--- config.mk ---
export PLATFORM = sky130hd
export DESIGN_NAME = rgb_channel_select_hsv
export DESIGN_NICKNAME = d
export VERILOG_FILES = /design/src/rtl/rcsh_pkg.sv /design/src/rtl/rgb_channel_select_hsv.sv /design/src/rtl/rcsh_cell.sv
export SDC_FILE = /design/constraint.sdc
export NUM_CORES = 2
export LEC_CHECK = 0
export ABC_CLOCK_PERIOD_IN_PS = 30200
export BUFFER_PORTS_ARGS = -buffer_cell sky130_fd_sc_hd__buf_2
export CAP_MARGIN = 10
export CORE_MARGIN = 2
export CORE_UTILIZATION = 45
export DETAILED_ROUTE_END_ITERATION = 8
export GPL_TIMING_DRIVEN = 0
export SYNTH_ARGS = -nofsm -noshare
export SYNTH_HDL_FRONTEND = slang
export SYNTH_HIERARCHICAL = 1
export SYNTH_SLANG_ARGS = --single-unit
--- constraint.sdc ---
create_clock -name i_clk -period 30.2 [get_ports i_clk]
set_clock_uncertainty 0.1 [all_clocks]
set_input_delay 6.04 -clock i_clk [delete_from_list [all_inputs] [get_ports i_clk]]
set_output_delay 6.04 -clock i_clk [all_outputs]
set_load 0.03 [all_outputs]
--- src/rtl/rcsh_pkg.sv ---
// ----------------------------------------------------------------------------
// RGB channel select package
// Types, opcodes and constants shared by the channel selector modules.
// ----------------------------------------------------------------------------
package rcsh_pkg;

    localparam int unsigned QuotW = 8;
    localparam int unsigned NumW  = 17;
    localparam int unsigned DivW  = 9;

    typedef enum logic [3:0] {
        OP_RED     = 4'd0,
        OP_GREEN   = 4'd1,
        OP_BLUE    = 4'd2,
        OP_HUE     = 4'd3,
        OP_SAT     = 4'd4,
        OP_BRIGHT  = 4'd5,
        OP_CYAN    = 4'd6,
        OP_MAGENTA = 4'd7,
        OP_YELLOW  = 4'd8
    } t_opcode;

    typedef struct packed {
        logic [7:0] red;
        logic [7:0] green;
        logic [7:0] blue;
        logic [3:0] opcode;
    } t_in_item;

    typedef struct packed {
        logic [7:0] channel_value;
        logic       error_code;
    } t_out_item;

    // Item travelling through the divider cells.
    typedef struct packed {
        logic [NumW-1:0] sat_rem;
        logic [DivW-1:0] sat_div;
        logic [QuotW-1:0] sat_q;
        logic [NumW-1:0] hue_rem;
        logic [DivW-1:0] hue_div;
        logic [QuotW-1:0] hue_q;
        logic            hue_neg;
        logic            hue_zero;
        logic [7:0]      direct;
        logic [1:0]      sel;
        logic            error_code;
    } t_cell_data;

    localparam logic [1:0] SEL_DIRECT = 2'd0;
    localparam logic [1:0] SEL_HUE    = 2'd1;
    localparam logic [1:0] SEL_SAT    = 2'd2;

endpackage

--- src/rtl/rgb_channel_select_hsv.sv ---
// Each item passes through one front stage, eight divider cells and one
// output stage. Throughput: one item per cycle while i_stall does not hold
// the full output stage, set by the chain of eight one-bit divider cells.
// The chain advances whenever the output stage is free. Reset empties it.
// ----------------------------------------------------------------------------
// RGB channel select with HSV
// Gives R/G/B, hue, saturation, brightness, a two-channel mean or an error.
// ----------------------------------------------------------------------------
module rgb_channel_select_hsv (
    input  logic                 i_clk,
    input  logic                 i_rst_n,
    input  logic                 i_valid,
    output logic                 o_stall,
    input  rcsh_pkg::t_in_item   i_item,
    output logic                 o_valid,
    input  logic                 i_stall,
    output rcsh_pkg::t_out_item  o_item
);

    localparam int unsigned N = rcsh_pkg::QuotW;

    logic                 w_en;
    logic                 r_fvalid;
    rcsh_pkg::t_cell_data r_fdata;
    rcsh_pkg::t_cell_data n_fdata;
    logic                 w_cv [0:N];
    rcsh_pkg::t_cell_data w_cd [0:N];
    logic                 r_ovalid;
    rcsh_pkg::t_out_item  r_oitem;
    rcsh_pkg::t_out_item  n_oitem;

    logic [7:0] w_r, w_g, w_b, w_mx, w_mn, w_d, w_pos, w_neg, w_base;
    logic [16:0] w_pnum;
    logic [14:0] w_nnum;

    assign w_en    = !(r_ovalid && i_stall);
    assign o_stall = !w_en;

    always_comb begin
        w_r = i_item.red;
        w_g = i_item.green;
        w_b = i_item.blue;
        w_mx = w_r;
        if (w_g > w_mx) w_mx = w_g;
        if (w_b > w_mx) w_mx = w_b;
        w_mn = w_r;
        if (w_g < w_mn) w_mn = w_g;
        if (w_b < w_mn) w_mn = w_b;
        w_d = w_mx - w_mn;
        if (w_r == w_mx) begin
            w_base = 8'd0;   w_pos = w_g; w_neg = w_b;
        end else if (w_g == w_mx) begin
            w_base = 8'd1;   w_pos = w_b; w_neg = w_r;
        end else begin
            w_base = 8'd2;   w_pos = w_r; w_neg = w_g;
        end
        // base*170*d is 0, 170*d or 340*d, added to pos*85.
        w_pnum = 17'(w_pos) * 17'd85 + 17'(w_base) * 17'(w_d) * 17'd170;
        w_nnum = 15'(w_neg) * 15'd85;
        n_fdata = '0;
        n_fdata.hue_zero = (w_d == 8'd0);
        n_fdata.hue_div  = {w_d, 1'b0};
        n_fdata.hue_neg  = 17'(w_nnum) > w_pnum;
        n_fdata.hue_rem  = n_fdata.hue_neg ? 17'(w_nnum) - w_pnum
                                           : w_pnum - 17'(w_nnum);
        n_fdata.sat_div  = {1'b0, w_mx};
        n_fdata.sat_rem  = 17'({w_d, 8'd0} - 16'(w_d));
        n_fdata.sel      = rcsh_pkg::SEL_DIRECT;
        case (i_item.opcode)
            rcsh_pkg::OP_RED:     n_fdata.direct = w_r;
            rcsh_pkg::OP_GREEN:   n_fdata.direct = w_g;
            rcsh_pkg::OP_BLUE:    n_fdata.direct = w_b;
            rcsh_pkg::OP_HUE:     n_fdata.sel = rcsh_pkg::SEL_HUE;
            rcsh_pkg::OP_SAT:     n_fdata.sel = rcsh_pkg::SEL_SAT;
            rcsh_pkg::OP_BRIGHT:  n_fdata.direct = w_mx;
            rcsh_pkg::OP_CYAN:    n_fdata.direct = 8'((9'(w_g) + 9'(w_b)) >> 1);
            rcsh_pkg::OP_MAGENTA: n_fdata.direct = 8'((9'(w_r) + 9'(w_b)) >> 1);
            rcsh_pkg::OP_YELLOW:  n_fdata.direct = 8'((9'(w_r) + 9'(w_g)) >> 1);
            default:              n_fdata.error_code = 1'b1;
        endcase
    end

    always_ff @(posedge i_clk) begin
        if (!i_rst_n) begin
            r_fvalid <= 1'b0;
        end else if (w_en) begin
            r_fvalid <= i_valid;
        end
        if (w_en) begin
            r_fdata <= n_fdata;
        end
    end

    assign w_cv[N] = r_fvalid;
    assign w_cd[N] = r_fdata;

    for (genvar k = 0; k < N; k++) begin : g_cell
        rcsh_cell #(.BIT(k)) u_cell (
            .i_clk   (i_clk),
            .i_rst_n (i_rst_n),
            .i_en    (w_en),
            .i_valid (w_cv[k+1]),
            .i_data  (w_cd[k+1]),
            .o_valid (w_cv[k]),
            .o_data  (w_cd[k])
        );
    end

    always_comb begin
        n_oitem.error_code = w_cd[0].error_code;
        case (w_cd[0].sel)
            rcsh_pkg::SEL_HUE: begin
                if (w_cd[0].hue_zero) begin
                    n_oitem.channel_value = 8'd0;
                end else if (w_cd[0].hue_neg && w_cd[0].hue_q != 8'd0) begin
                    n_oitem.channel_value = 8'd255 - w_cd[0].hue_q;
                end else begin
                    n_oitem.channel_value = w_cd[0].hue_q;
                end
            end
            rcsh_pkg::SEL_SAT: begin
                n_oitem.channel_value = (w_cd[0].sat_div == '0) ? 8'd0 : w_cd[0].sat_q;
            end
            default: n_oitem.channel_value = w_cd[0].direct;
        endcase
    end

    always_ff @(posedge i_clk) begin
        if (!i_rst_n) begin
            r_ovalid <= 1'b0;
        end else if (w_en) begin
            r_ovalid <= w_cv[0];
        end
        if (w_en) begin
            r_oitem <= n_oitem;
        end
    end

    assign o_valid = r_ovalid;
    assign o_item  = r_oitem;

endmodule

--- src/rtl/rcsh_cell.sv ---
// ----------------------------------------------------------------------------
// Divider cell
// One restoring quotient bit for both the hue and the saturation division.
// ----------------------------------------------------------------------------
module rcsh_cell #(
    parameter int unsigned BIT = 0
) (
    input  logic                  i_clk,
    input  logic                  i_rst_n,
    input  logic                  i_en,
    input  logic                  i_valid,
    input  rcsh_pkg::t_cell_data  i_data,
    output logic                  o_valid,
    output rcsh_pkg::t_cell_data  o_data
);

    logic                 r_valid;
    rcsh_pkg::t_cell_data r_data;
    rcsh_pkg::t_cell_data n_data;
    logic [rcsh_pkg::NumW-1:0] w_hsub;
    logic [rcsh_pkg::NumW-1:0] w_ssub;

    assign w_hsub = rcsh_pkg::NumW'(i_data.hue_div) << BIT;
    assign w_ssub = rcsh_pkg::NumW'(i_data.sat_div) << BIT;

    always_comb begin
        n_data = i_data;
        if (i_data.hue_rem >= w_hsub) begin
            n_data.hue_rem     = i_data.hue_rem - w_hsub;
            n_data.hue_q[BIT]  = 1'b1;
        end
        if (i_data.sat_rem >= w_ssub) begin
            n_data.sat_rem     = i_data.sat_rem - w_ssub;
            n_data.sat_q[BIT]  = 1'b1;
        end
    end

    always_ff @(posedge i_clk) begin
        if (!i_rst_n) begin
            r_valid <= 1'b0;
        end else if (i_en) begin
            r_valid <= i_valid;
        end
        if (i_en) begin
            r_data <= n_data;
        end
    end

    assign o_valid = r_valid;
    assign o_data  = r_data;

endmodule

==> results.md <==
• 0 — global-route congestion overflow total
• register — Critical Path Sink Type
• register to register — worst min path class
• 3 — maximum root-to-sink buffer count
• 10.6% — Area Growth Syn to Fin
• no — RSZ-0062 raised after global routing
• 0.91 ns — delay of the slowest cell on the worst path
• 20.89 ns — final period demand of the worst path
• 0.06 ns — Reg clk slew, reported paths
• 27.01 ns — worst setup slack for register-to-register paths
• ha_1 — Crit path top cell by count
• g_cell[4].u_cell/o_data[67] — Reg2Reg Launch Point
• 16.8% — global-route usage over all layers
• 0 — fin. max-slew vios
• completed — result of the run
• 8.95 ns — setup slack after placement
• 134 — pin count of the biggest net entering global routing
• 3 — CTS H-tree lvls
• 5.26 — per-cell via count in the routed design
• 301 um — floorplan die width
• clkbuf_16 — CTS root buf
• 90700 um2 — die area
• 24303 — vias in the first global route
• 16.0 um — average wire length per cell after detail routing
• 10 — Max Fanout on Critical Path
• g_cell[3].u_cell/o_data[54] — hold wc startpoint
• 74400 um — Routed WL
• 36200 um — sum of met2 wire segment lengths after detailed routing
• met4 — max layer used
• 21.10 ns — arrival time at the worst endpoint
• 7652 — FILL cells
• 301 um — y dimension of the die
• 0 — hold-fix buffers at CTS
• input port — launching element type of the critical path
• 20500 um2 — footprint of the flip-flops and latches
• 2650 um — met3 routed wirelength
• 3285 — synthesized netlist cell count
• 0 — setup fix buffers added after clock tree synthesis
• 12.1 um2 — synthesized area per cell
• 0 — remaining antenna violation count after routing
• 5 — drt first pass iters
• 0 — final hold violations
• 123000 um — first-pass GRT wire length
• 30.41 ns — data required time of the critical path
• 40 — number of buffer cells added on primary ports
• 43 — IO Pins
• 0 — cell count of the worst hold path
• 6 — Syn. warnings
• 0.60 ns — insertion delay to the later sink of the worst-skew pair
• 0.863 — GP Congestion
• 1235 — First DRT Iteration DRCs
• i_item[21] — critical path launch point
• 0 — Post-CTS Resized
• 17600 um2 — total area of multi-input combinational cells
• 0 — max cap viols
• input port to register — class of the most critical setup path
• 24428 — vias after detailed routing
• g_cell[3].u_cell/o_data[73] — worst r2r dst
• 87200 um2 — core area
• 686 — # clock sinks
• 0.0479 GHz — upper clock frequency limit
• 39700 um2 — summed instance area of the synthesized netlist
• 45.6% — initial cell density of the core
• 1 — antenna violations before repair
• 74 — number of CTS-inserted buffers
• 9 — cells on worst reg2reg path
• 108 — site row count
• 56100 um — post-detail-place hpwl
• 3850 — Layout Nets
• g_cell[2].u_cell/o_data[54] — endpoint with the worst hold slack
• 69.2% — part of the cycle the worst path needs
• 25.5% — worst slew margin relative to its limit
• 9.31 ns — PnR worst setup slack
• 33500 um — wl on met1
• 1.11 ns — Worst Tran Pin Value
• nor4_1 — master of the slowest instance on the critical path
• 0 ns — setup total negative slack
• 0 — Finish-stage setup viols
• yes — clock tree from TritonCTS
• 0 — post-route DRC violation count
• 9.61% — share of final-layout standard cells stronger than drive strength 1
-- metal layers --
metal,vias up,GRT usage [%]
li1,12392,-
met1,11504,21.4
met2,390,29.2
met3,142,2.41
met4,0,5.51
met5,-,0
-- state kept, by name, summed over array words and instances (netlist names) --
name                   flops
g_cell.u_cell/o_data     605
g_cell.u_cell/o_valid      8
o_item                     9
o_valid                    1
r_fdata                   62
r_fvalid                   1
-- layout make-up --
| cell class | instances | area share [%] |
|---|---|---|
| Inverter | 359 | 3.07 |
| Buffer | 69 | 0.843 |
| Antenna cell | 1 | 0.00570 |
| Clock buffer | 93 | 4.45 |
| Sequential cell | 686 | 46.7 |
| Timing Repair Buffer | 46 | 0.781 |
| Multi-Input combinational cell | 2191 | 40.0 |
| Tap cell | 1155 | 3.29 |
| Clock inverter | 41 | 0.838 |
-- worst max-delay path: cells and delay by family --
kind | cells | cell delay (ns)
compound gates | 14 | 3.59
fa+ha+maj | 14 | 4.98
buf+inv | 14 | 2.53
xor+xnor | 3 | 0.42
mux | 3 | 0.90
simple gates | 11 | 2.61
-- cell usage in the layout (no fill, tap or decap), types with 46 or more instances in the layout --
cell,n
edfxtp_1,676
nand2_1,159
mux2_2,46
nor2_1,156
o21ai_0,158
clkbuf_1,58
xnor2_1,142
fa_1,54
a21o_1,103
a21oi_1,154
buf_2,51
nor2b_1,59
inv_1,358
clkbuf_16,75
mux2i_1,53
nand3_1,49
ha_1,337
xor2_1,69
-- metrics by stage --
| step | instances | utilization [%] | hold WS (ns) | cell area (um2) |
|---|---|---|---|---|
| 6_report | 4641 | 50.4 | 0.294 | 43900 |
| 5_1_grt | 4640 | 50.4 | 0.299 | 43900 |
| 4_1_cts | 4640 | 50.4 | 0.285 | 43900 |
| 3_5_place_dp | 4506 | 47.7 | 0.305 | 41600 |
| 3_3_place_gp | 4500 | 47.5 | 0.300 | 41400 |
| 2_1_floorplan | 3305 | - | 0.300 | 39800 |
-- how the worst max path moves through the flow --
stage	end	slack, ns	cells past startpoint
floorplan	o_stall	7.75	2
global placement	o_stall	5.88	4
detailed placement	r_fdata[44]	8.95	58
CTS	r_fdata[44]	9.49	58
global route	r_fdata[44]	8.32	59
finish	r_fdata[44]	9.31	59
Power is not shown: default switching activity piles up to over one toggle a cycle in this logic, so the estimate is an artifact.
